--- src/rtl/dsrt_pkg.sv ---
package dsrt_pkg;

    localparam int TABLE_DEPTH = 16;
    localparam int CNT_W       = $clog2(TABLE_DEPTH + 1);
    localparam int IDX_W       = $clog2(TABLE_DEPTH);
    localparam int YEAR_W      = 14;
    localparam int MONTH_W     = 4;
    localparam int DAY_W       = 5;
    localparam int KEY_W       = YEAR_W + MONTH_W + DAY_W;
    localparam int AMT_W       = 32;
    localparam int POS_W       = 4;
    localparam int ENTRY_W     = 5;
    localparam int STATUS_W    = 3;

    typedef enum logic [1:0] {
        OP_INSERT = 2'd0,
        OP_DELETE = 2'd1,
        OP_READ   = 2'd2,
        OP_NONE   = 2'd3
    } t_op;

    typedef enum logic [STATUS_W-1:0] {
        STS_OK        = 3'd0,
        STS_FULL      = 3'd1,
        STS_NOT_FOUND = 3'd2,
        STS_BAD_DATE  = 3'd3,
        STS_EMPTY     = 3'd4
    } t_status;

    typedef enum logic {
        ST_IDLE = 1'b0,
        ST_EXEC = 1'b1
    } t_state;

    // key packs year, month, day so that binary order matches date order
    typedef struct packed {
        logic        [KEY_W-1:0] key;
        logic signed [AMT_W-1:0] amt;
    } t_rec;

    typedef struct packed {
        logic ins;
        logic del;
        t_rec rec;
    } t_cell_ctrl;

endpackage

--- src/rtl/date_sorted_record_table.sv ---
// Channel | Handshake                 | Word
// --------+---------------------------+---------------------------------------------
// in      | i_in_valid / o_in_ready   | operation, year, month, day, amount, position
// out     | o_out_valid / i_out_ready | status, entry_count, out_year/month/day/amount
//
// Each word is latched first; then, in the execute state, the cell row compares
// all keys in parallel and shifts by one place for insert or delete.
// The result sits in an output register; the next word is taken while it waits.
// A stalled output holds the operation in its execute cycle until the register frees.
// Synchronous active-low reset empties the table (count 0); cell contents are not cleared.
module date_sorted_record_table (
    input  logic                                i_clk,
    input  logic                                i_rst_n,
    input  logic                                i_in_valid,
    output logic                                o_in_ready,
    input  logic [1:0]                          i_operation,
    input  logic [dsrt_pkg::YEAR_W-1:0]         i_year,
    input  logic [dsrt_pkg::MONTH_W-1:0]        i_month,
    input  logic [dsrt_pkg::DAY_W-1:0]          i_day,
    input  logic signed [dsrt_pkg::AMT_W-1:0]   i_amount_cents,
    input  logic [dsrt_pkg::POS_W-1:0]          i_position,
    output logic                                o_out_valid,
    input  logic                                i_out_ready,
    output logic [dsrt_pkg::STATUS_W-1:0]       o_status,
    output logic [dsrt_pkg::ENTRY_W-1:0]        o_entry_count,
    output logic [dsrt_pkg::YEAR_W-1:0]         o_out_year,
    output logic [dsrt_pkg::MONTH_W-1:0]        o_out_month,
    output logic [dsrt_pkg::DAY_W-1:0]          o_out_day,
    output logic signed [dsrt_pkg::AMT_W-1:0]   o_out_amount_cents
);

    dsrt_pkg::t_cell_ctrl                        cell_ctrl;
    dsrt_pkg::t_rec [dsrt_pkg::TABLE_DEPTH-1:0]  recs;
    logic [dsrt_pkg::TABLE_DEPTH-1:0]            lt;
    logic [dsrt_pkg::TABLE_DEPTH-1:0]            match;
    logic [dsrt_pkg::TABLE_DEPTH-1:0]            active;
    logic [dsrt_pkg::CNT_W-1:0]                  count;

    dsrt_ctrl u_ctrl (
        .i_clk              (i_clk),
        .i_rst_n            (i_rst_n),
        .i_in_valid         (i_in_valid),
        .o_in_ready         (o_in_ready),
        .i_operation        (i_operation),
        .i_year             (i_year),
        .i_month            (i_month),
        .i_day              (i_day),
        .i_amount_cents     (i_amount_cents),
        .i_position         (i_position),
        .o_out_valid        (o_out_valid),
        .i_out_ready        (i_out_ready),
        .o_status           (o_status),
        .o_entry_count      (o_entry_count),
        .o_out_year         (o_out_year),
        .o_out_month        (o_out_month),
        .o_out_day          (o_out_day),
        .o_out_amount_cents (o_out_amount_cents),
        .i_recs             (recs),
        .i_match            (match),
        .o_cell_ctrl        (cell_ctrl),
        .o_count            (count)
    );

    for (genvar gi = 0; gi < dsrt_pkg::TABLE_DEPTH; gi++) begin : g_cell
        localparam int PREV = (gi == 0) ? 0 : gi - 1;
        localparam int NEXT = (gi == dsrt_pkg::TABLE_DEPTH - 1) ? gi : gi + 1;

        assign active[gi] = (32'(gi) < 32'(count));

        // the head cell sees an always-earlier neighbor, the tail cell refills from itself
        dsrt_cell u_cell (
            .i_clk      (i_clk),
            .i_ctrl     (cell_ctrl),
            .i_active   (active[gi]),
            .i_prev_lt  ((gi == 0) ? 1'b1 : lt[PREV]),
            .i_prev_rec (recs[PREV]),
            .i_next_rec (recs[NEXT]),
            .o_rec      (recs[gi]),
            .o_lt       (lt[gi]),
            .o_match    (match[gi])
        );
    end

endmodule

--- src/rtl/dsrt_cell.sv ---
module dsrt_cell (
    input  logic                i_clk,
    input  dsrt_pkg::t_cell_ctrl i_ctrl,
    input  logic                i_active,
    input  logic                i_prev_lt,
    input  dsrt_pkg::t_rec      i_prev_rec,
    input  dsrt_pkg::t_rec      i_next_rec,
    output dsrt_pkg::t_rec      o_rec,
    output logic                o_lt,
    output logic                o_match
);

    dsrt_pkg::t_rec r_rec;
    dsrt_pkg::t_rec n_rec;

    // lt marks cells that stay in place: they hold an earlier date
    assign o_lt    = i_active && (i_ctrl.rec.key > r_rec.key);
    assign o_match = i_active && (i_ctrl.rec.key == r_rec.key);
    assign o_rec   = r_rec;

    always_comb begin
        n_rec = r_rec;
        if (i_ctrl.ins && !o_lt) begin
            // first cell past the earlier dates takes the new word, the rest shift up
            n_rec = i_prev_lt ? i_ctrl.rec : i_prev_rec;
        end else if (i_ctrl.del && !o_lt) begin
            n_rec = i_next_rec;
        end
    end

    always_ff @(posedge i_clk) begin
        r_rec <= n_rec;
    end

endmodule

--- src/rtl/dsrt_ctrl.sv ---
module dsrt_ctrl (
    input  logic                                   i_clk,
    input  logic                                   i_rst_n,
    input  logic                                   i_in_valid,
    output logic                                   o_in_ready,
    input  logic [1:0]                             i_operation,
    input  logic [dsrt_pkg::YEAR_W-1:0]            i_year,
    input  logic [dsrt_pkg::MONTH_W-1:0]           i_month,
    input  logic [dsrt_pkg::DAY_W-1:0]             i_day,
    input  logic signed [dsrt_pkg::AMT_W-1:0]      i_amount_cents,
    input  logic [dsrt_pkg::POS_W-1:0]             i_position,
    output logic                                   o_out_valid,
    input  logic                                   i_out_ready,
    output logic [dsrt_pkg::STATUS_W-1:0]          o_status,
    output logic [dsrt_pkg::ENTRY_W-1:0]           o_entry_count,
    output logic [dsrt_pkg::YEAR_W-1:0]            o_out_year,
    output logic [dsrt_pkg::MONTH_W-1:0]           o_out_month,
    output logic [dsrt_pkg::DAY_W-1:0]             o_out_day,
    output logic signed [dsrt_pkg::AMT_W-1:0]      o_out_amount_cents,
    input  dsrt_pkg::t_rec [dsrt_pkg::TABLE_DEPTH-1:0] i_recs,
    input  logic [dsrt_pkg::TABLE_DEPTH-1:0]       i_match,
    output dsrt_pkg::t_cell_ctrl                   o_cell_ctrl,
    output logic [dsrt_pkg::CNT_W-1:0]             o_count
);

    dsrt_pkg::t_state                    r_state;
    dsrt_pkg::t_state                    n_state;
    dsrt_pkg::t_op                       r_op;
    dsrt_pkg::t_rec                      r_in_rec;
    logic [dsrt_pkg::POS_W-1:0]          r_pos;
    logic [dsrt_pkg::CNT_W-1:0]          r_count;
    logic [dsrt_pkg::CNT_W-1:0]          n_count;
    logic                                r_out_valid;
    dsrt_pkg::t_status                   r_status;
    dsrt_pkg::t_status                   n_status;
    logic [dsrt_pkg::ENTRY_W-1:0]        r_entry;
    dsrt_pkg::t_rec                      r_out_rec;
    dsrt_pkg::t_rec                      n_out_rec;
    logic                                out_free;
    logic                                do_exec;
    logic                                in_ready;
    logic                                date_good;
    logic                                found;
    dsrt_pkg::t_rec                      rd_rec;

    function automatic logic date_ok(
        input logic [dsrt_pkg::YEAR_W-1:0]  y,
        input logic [dsrt_pkg::MONTH_W-1:0] m,
        input logic [dsrt_pkg::DAY_W-1:0]   d
    );
        logic                        ok;
        logic [dsrt_pkg::DAY_W-1:0]  limit;
        ok    = 1'b1;
        limit = 5'd31;
        case (m) inside
            4'd2:                      limit = (y[1:0] == 2'd0) ? 5'd29 : 5'd28;
            4'd4, 4'd6, 4'd9, 4'd11:   limit = 5'd30;
            [4'd1:4'd12]:              limit = 5'd31;
            default:                   ok = 1'b0;
        endcase
        return ok && (d <= limit);
    endfunction

    assign out_free  = !r_out_valid || i_out_ready;
    assign date_good = date_ok(r_in_rec.key[dsrt_pkg::KEY_W-1 -: dsrt_pkg::YEAR_W],
                               r_in_rec.key[dsrt_pkg::DAY_W +: dsrt_pkg::MONTH_W],
                               r_in_rec.key[dsrt_pkg::DAY_W-1:0]);
    assign found     = |i_match;
    assign rd_rec    = i_recs[dsrt_pkg::IDX_W'(r_pos)];

    // next state
    always_comb begin
        n_state = r_state;
        case (r_state)
            dsrt_pkg::ST_IDLE: begin
                if (i_in_valid) begin
                    n_state = dsrt_pkg::ST_EXEC;
                end
            end
            dsrt_pkg::ST_EXEC: begin
                if (out_free) begin
                    n_state = dsrt_pkg::ST_IDLE;
                end
            end
            default: n_state = dsrt_pkg::ST_IDLE;
        endcase
    end

    // state outputs
    always_comb begin
        in_ready = 1'b0;
        do_exec  = 1'b0;
        case (r_state)
            dsrt_pkg::ST_IDLE: in_ready = 1'b1;
            dsrt_pkg::ST_EXEC: do_exec  = out_free;
            default: begin
                in_ready = 1'b0;
                do_exec  = 1'b0;
            end
        endcase
    end

    // operation result
    always_comb begin
        o_cell_ctrl.ins = 1'b0;
        o_cell_ctrl.del = 1'b0;
        o_cell_ctrl.rec = r_in_rec;
        n_count         = r_count;
        n_status        = dsrt_pkg::STS_OK;
        n_out_rec       = '0;
        case (r_op)
            dsrt_pkg::OP_INSERT: begin
                if (!date_good) begin
                    n_status = dsrt_pkg::STS_BAD_DATE;
                end else if (32'(r_count) >= dsrt_pkg::TABLE_DEPTH) begin
                    n_status = dsrt_pkg::STS_FULL;
                end else begin
                    o_cell_ctrl.ins = do_exec;
                    n_count         = r_count + 1'b1;
                end
            end
            dsrt_pkg::OP_DELETE: begin
                if (!found) begin
                    n_status = dsrt_pkg::STS_NOT_FOUND;
                end else begin
                    o_cell_ctrl.del = do_exec;
                    n_count         = r_count - 1'b1;
                end
            end
            dsrt_pkg::OP_READ: begin
                if (32'(r_pos) >= 32'(r_count)) begin
                    n_status = dsrt_pkg::STS_EMPTY;
                end else begin
                    n_out_rec = rd_rec;
                end
            end
            default: n_status = dsrt_pkg::STS_OK;
        endcase
    end

    always_ff @(posedge i_clk) begin
        if (!i_rst_n) begin
            r_state     <= dsrt_pkg::ST_IDLE;
            r_count     <= '0;
            r_out_valid <= 1'b0;
        end else begin
            r_state <= n_state;
            if (do_exec) begin
                r_count     <= n_count;
                r_out_valid <= 1'b1;
            end else if (i_out_ready) begin
                r_out_valid <= 1'b0;
            end
        end
    end

    always_ff @(posedge i_clk) begin
        if (in_ready && i_in_valid) begin
            r_op         <= dsrt_pkg::t_op'(i_operation);
            r_in_rec.key <= {i_year, i_month, i_day};
            r_in_rec.amt <= i_amount_cents;
            r_pos        <= i_position;
        end
        if (do_exec) begin
            r_status  <= n_status;
            r_entry   <= dsrt_pkg::ENTRY_W'(n_count);
            r_out_rec <= n_out_rec;
        end
    end

    assign o_in_ready         = in_ready;
    assign o_out_valid        = r_out_valid;
    assign o_status           = r_status;
    assign o_entry_count      = r_entry;
    assign o_out_year         = r_out_rec.key[dsrt_pkg::KEY_W-1 -: dsrt_pkg::YEAR_W];
    assign o_out_month        = r_out_rec.key[dsrt_pkg::DAY_W +: dsrt_pkg::MONTH_W];
    assign o_out_day          = r_out_rec.key[dsrt_pkg::DAY_W-1:0];
    assign o_out_amount_cents = r_out_rec.amt;
    assign o_count            = r_count;

    a_count_bound: assert property (@(posedge i_clk) disable iff (!i_rst_n)
        32'(r_count) <= dsrt_pkg::TABLE_DEPTH)
        else $error("record count above table depth");

    a_ins_not_full: assert property (@(posedge i_clk) disable iff (!i_rst_n)
        o_cell_ctrl.ins |-> (32'(r_count) < dsrt_pkg::TABLE_DEPTH) && date_good)
        else $error("insert into full table or with bad date");

    a_ins_del_excl: assert property (@(posedge i_clk) disable iff (!i_rst_n)
        !(o_cell_ctrl.ins && o_cell_ctrl.del))
        else $error("insert and delete at once");

    a_ins_count: assert property (@(posedge i_clk) disable iff (!i_rst_n)
        o_cell_ctrl.ins |=> r_count == $past(r_count) + 1'b1)
        else $error("count not advanced on insert");

    a_del_count: assert property (@(posedge i_clk) disable iff (!i_rst_n)
        o_cell_ctrl.del |=> r_count == $past(r_count) - 1'b1)
        else $error("count not dropped on delete");

endmodule
--- config.mk ---
export PLATFORM = sky130hd
export DESIGN_NAME = date_sorted_record_table
export DESIGN_NICKNAME = d
export VERILOG_FILES = /design/src/rtl/dsrt_pkg.sv /design/src/rtl/date_sorted_record_table.sv /design/src/rtl/dsrt_cell.sv /design/src/rtl/dsrt_ctrl.sv
export SDC_FILE = /design/constraint.sdc
export NUM_CORES = 2
export LEC_CHECK = 0
export BUFFER_PORTS_ARGS = -buffer_cell sky130_fd_sc_hd__buf_2
export CAP_MARGIN = 25
export CORE_ASPECT_RATIO = 0.5
export CORE_MARGIN = 10
export CORE_UTILIZATION = 38
export DETAILED_ROUTE_END_ITERATION = 7
export GPL_TIMING_DRIVEN = 0
export PLACE_DENSITY = 0.62
export SLEW_MARGIN = 10
export SYNTH_ARGS = -nofsm -noshare
export SYNTH_HDL_FRONTEND = slang
export SYNTH_SLANG_ARGS = --single-unit
--- constraint.sdc ---
create_clock -name i_clk -period 8.8 [get_ports i_clk]
set_input_delay 1.76 -clock i_clk [delete_from_list [all_inputs] [get_ports i_clk]]
set_output_delay 1.76 -clock i_clk [all_outputs]
set_load 0.05 [all_outputs]
==> impl_metrics.yaml <==
pwr:
  powerDensity_mw_per_mm2: 158
  share_of_total_power_in_sequential_cells: 0.471
  cellInternalPower_w: 0.00847
  p_sw_w: 0.00333
  power.share.combinational: 0.132
  clock_power_share: 0.396
  vdd_ir_drop_max_mv: 0.172
  post-layout-total-power_w: 0.0118
  switching_part_of_the_total: 0.283
  leakage_power_nw: 29.6
global_routing:
  grt_pass1_wl_um: 383000
  gr-usage-all-layers: 0.272
  grt_max_degree: 41
  via_count_of_the_first_global_routing_pass: 51000
  antenna_found_initial: 13
  globalRouteOverflowTotal: 0
setup_path:
  timing_worst_setup_path_type: "flop to flop"
  critPathMaxStageDelay_ns: 1.01
  critPathRequiredTime_ns: 9.24
  slack_of_the_worst_reg_to_reg_path_ns: 1.39
  worstRegToRegCells: 16
  cp_max_fo: 30
  worst_setup_path_end_kind: "flop"
  critical-path-slowest-cell: "sky130_fd_sc_hd__edfxtp_1"
  cp_data_arrival_time_ns: 7.86
  worstPathCellList: "clkbuf_1, clkbuf_1, nor4b_1, ha_1, nor2b_1, o211ai_1, and4_1, buf_4, nand2_4, inv_2, buf_6, buf_2, buf_2, a21o_2, and2_4, buf_12"
  nature_of_the_critical_path_startpoint: "flop"
clock_tree:
  clock_buffers_created_by_tritoncts: 105
  ctsLongestPathBuffers: 3
  clock_latency_ns: 0.78
  cts_setup_buffers: 0
  worst_setup_hold_path_clk_slew_ns: 0.07
  cts_hold_buffers: 0
  cts_tree: "yes"
  htree_levels: 3
  tritoncts_num_sinks: 1011
  cts_repair_resize_count: 0
  cts_root_buffer: "sky130_fd_sc_hd__clkbuf_16"
cells_and_area:
  layout-area-overhead-vs-synth_pct: 12.9
  multi_input_comb_area_mm2: 0.0326
  layout.nets: 6522
  mostFrequentLayoutCells: "sky130_fd_sc_hd__edfxtp_1, sky130_fd_sc_hd__a21oi_1, sky130_fd_sc_hd__mux2i_1"
  final_layout_size_suffix_gt1_frac: 0.180
  register_area_mm2: 0.0303
  mostFrequentLayoutCell: "sky130_fd_sc_hd__edfxtp_1"
  fillers: 16400
place:
  gp_weighted_congestion: 1.04
  hpwl_um: 207000
  port_buffers: 128
die:
  placeableCoreArea_mm2: 0.173
  floorplan.rows: 108
  initial_core_util: 0.382
  dieArea_mm2: 0.193
  num_io_pins: 130
  width_of_the_die_um: 611
  chipHeight_um: 315
routing:
  average_wire_per_standard_cell_um: 32.2
  initialDrtViolationCount: 8346
  wirelength_um: 274000
  remaining_drc_errors: 0
  drt_first_pass_iters: 7
  vias_per_cell: 6.41
  route.antenna.remaining_nets: 0
  dr_total_vias: 54400
yosys:
  ys_warn_count: 0
  ys_ff_latch: 1011
  mean_syn_cell_area_um2: 11.5
  synthesis.nets: 6210
  synth_edf_count: 1004
  synth_top_area_cell: "sky130_fd_sc_hd__edfxtp_1"
  syn-instance-count: 5768
  yosys_most_used_dff: "sky130_fd_sc_hd__edfxtp_1"
  yosysUniqueCellTypes: 82
  share_of_synthesized_registers_carrying_an_async_set_or_reset: 0
  synth.top_cell.area_share: 0.455
  mappedNetlistArea_mm2: 0.0663
  synth.area.top_cells: "sky130_fd_sc_hd__edfxtp_1, sky130_fd_sc_hd__mux4_2, sky130_fd_sc_hd__mux2i_1"
  synth_sequential_area_ratio: 0.457
run:
  maxCapViolations: 0
sta:
  grt_setup_unrepaired: "no"
  worst_pin_slew_ns: 1.39
  finalHoldViolCount: 0
  timing.final.setup_violations: 0
  timing_max_transition_violations_final: 0
  timing.clock.skew_ns: 0.0311
  slew-limit-headroom: 0.0658
  period_minus_ws_final_ns: 7.41
  holdWs_ns: 0.493
  max_clock_freq_mhz: 135
  fin_crit_sh: 0.842
status:
  outcome: "complete, no violations"
min_path:
  hold_depth: 2
  timing.hold.worst.class: "flop to flop"
==> final cells by class <==
type                            count  share of cell area
Antenna cell                       11            0.000368
Clock inverter                     76             0.00946
Timing Repair Buffer              205              0.0282
Clock buffer                      120              0.0361
Inverter                          387              0.0194
Sequential cell                  1011               0.405
Buffer                            475              0.0282
Tap cell                         2310              0.0386
Multi-Input combinational cell   3895               0.435
==> final timing paths <==
kind                                                    to              startpoint
worst min-delay path                    u_ctrl.o_out_valid      u_ctrl.o_out_valid
worst max-delay path            g_cell[7].u_cell.o_rec[19]  u_ctrl.o_cell_ctrl[37]
worst min register to register          u_ctrl.o_out_valid      u_ctrl.o_out_valid
worst max register to register  g_cell[7].u_cell.o_rec[19]  u_ctrl.o_cell_ctrl[37]
==> worst max-delay path, delay by kind of cell, from the launching register on <==
kind                     cells  cell delay (ns)
buffers and inverters        8             3.39
AND/OR/NAND/NOR              5             1.34
flip-flops                   1             1.01
AO/OA/AOI/OAI                2             0.86
adder cells (fa/ha/maj)      1             0.33
==> cells by family after synthesis <==
family                   synth area share
buffers and inverters              0.0535
AND/OR/NAND/NOR                    0.0621
AO/OA/AOI/OAI                       0.131
adder cells (fa/ha/maj)            0.0711
multiplexers                        0.225
flip-flops                          0.457
XOR/XNOR                         0.000528
==> through the flow <==
stage,cell area (µm²),setup TNS [ns],setup slack (ns),std cells,utilization
after floorplan,66300,0,2.27,5768,-
after global placement,69800,-1378.39,-2.85,8206,0.403
after detailed placement,71300,0,1.73,8275,0.411
after CTS,74700,0,1.73,8471,0.431
after global routing,74800,0,1.48,8479,0.432
final,74900,0,1.39,8490,0.432
==> flip-flops by register name, indices dropped and copies added (netlist names) <==
name and count:
u_ctrl.r_op 2, u_ctrl.o_entry_count 5, u_ctrl.o_out_day 5, u_ctrl.o_count 5, u_ctrl.r_pos 4, g_cell.u_cell.o_rec 880
u_ctrl.o_cell_ctrl 55, u_ctrl.o_out_valid 1, u_ctrl.r_state 1, u_ctrl.o_out_month 4, u_ctrl.o_out_year 14, u_ctrl.o_out_amount_cents 32
u_ctrl.o_status 3
==> layer usage <==
metal / share of wire / GRT usage
met5: 0.0011 / 0.00465
met3: 0.13 / 0.0857
met4: 0.065 / 0.144
met1: 0.39 / 0.361
met2: 0.42 / 0.397
==> synth_stat cells (6+ instances only) <==
master and instances:
sky130_fd_sc_hd__inv_1 384, sky130_fd_sc_hd__o211ai_1 62, sky130_fd_sc_hd__nand4_1 81, sky130_fd_sc_hd__nand2b_1 6
sky130_fd_sc_hd__o2111ai_1 24, sky130_fd_sc_hd__a31oi_1 154, sky130_fd_sc_hd__o31a_1 6, sky130_fd_sc_hd__mux2_4 28
sky130_fd_sc_hd__and2_1 15, sky130_fd_sc_hd__a21oi_1 755, sky130_fd_sc_hd__o21a_1 15, sky130_fd_sc_hd__buf_2 158
sky130_fd_sc_hd__mux2i_1 587, sky130_fd_sc_hd__o21ai_0 316, sky130_fd_sc_hd__clkbuf_1 255, sky130_fd_sc_hd__nor2b_1 89
sky130_fd_sc_hd__buf_4 18, sky130_fd_sc_hd__buf_6 6, sky130_fd_sc_hd__nand3_1 88, sky130_fd_sc_hd__ha_1 377
sky130_fd_sc_hd__o21ai_1 11, sky130_fd_sc_hd__edfxtp_1 1004, sky130_fd_sc_hd__mux2_2 211, sky130_fd_sc_hd__nand2_1 205
sky130_fd_sc_hd__a21o_1 128, sky130_fd_sc_hd__dfxtp_1 7, sky130_fd_sc_hd__nor3_1 47, sky130_fd_sc_hd__o31ai_1 8
sky130_fd_sc_hd__buf_1 36, sky130_fd_sc_hd__nor2_1 308, sky130_fd_sc_hd__nor4_1 8, sky130_fd_sc_hd__mux4_2 275
==> power by group through the flow <==
| stage | Sequential, W | Clock [W] | Combinational [W] |
|---|---|---|---|
| finish | 0.00556 | 0.00468 | 0.00156 |
| CTS | 0.00556 | 0.00466 | 0.00150 |
| detailed placement | 0.00567 | 0 | 0.00150 |
| global placement | 0.00571 | 0 | 0.00139 |
| floorplan | 0.00568 | 0 | 0.000838 |
| global route | 0.00557 | 0.00483 | 0.00163 |
Power figures use the tool's default switching activity.
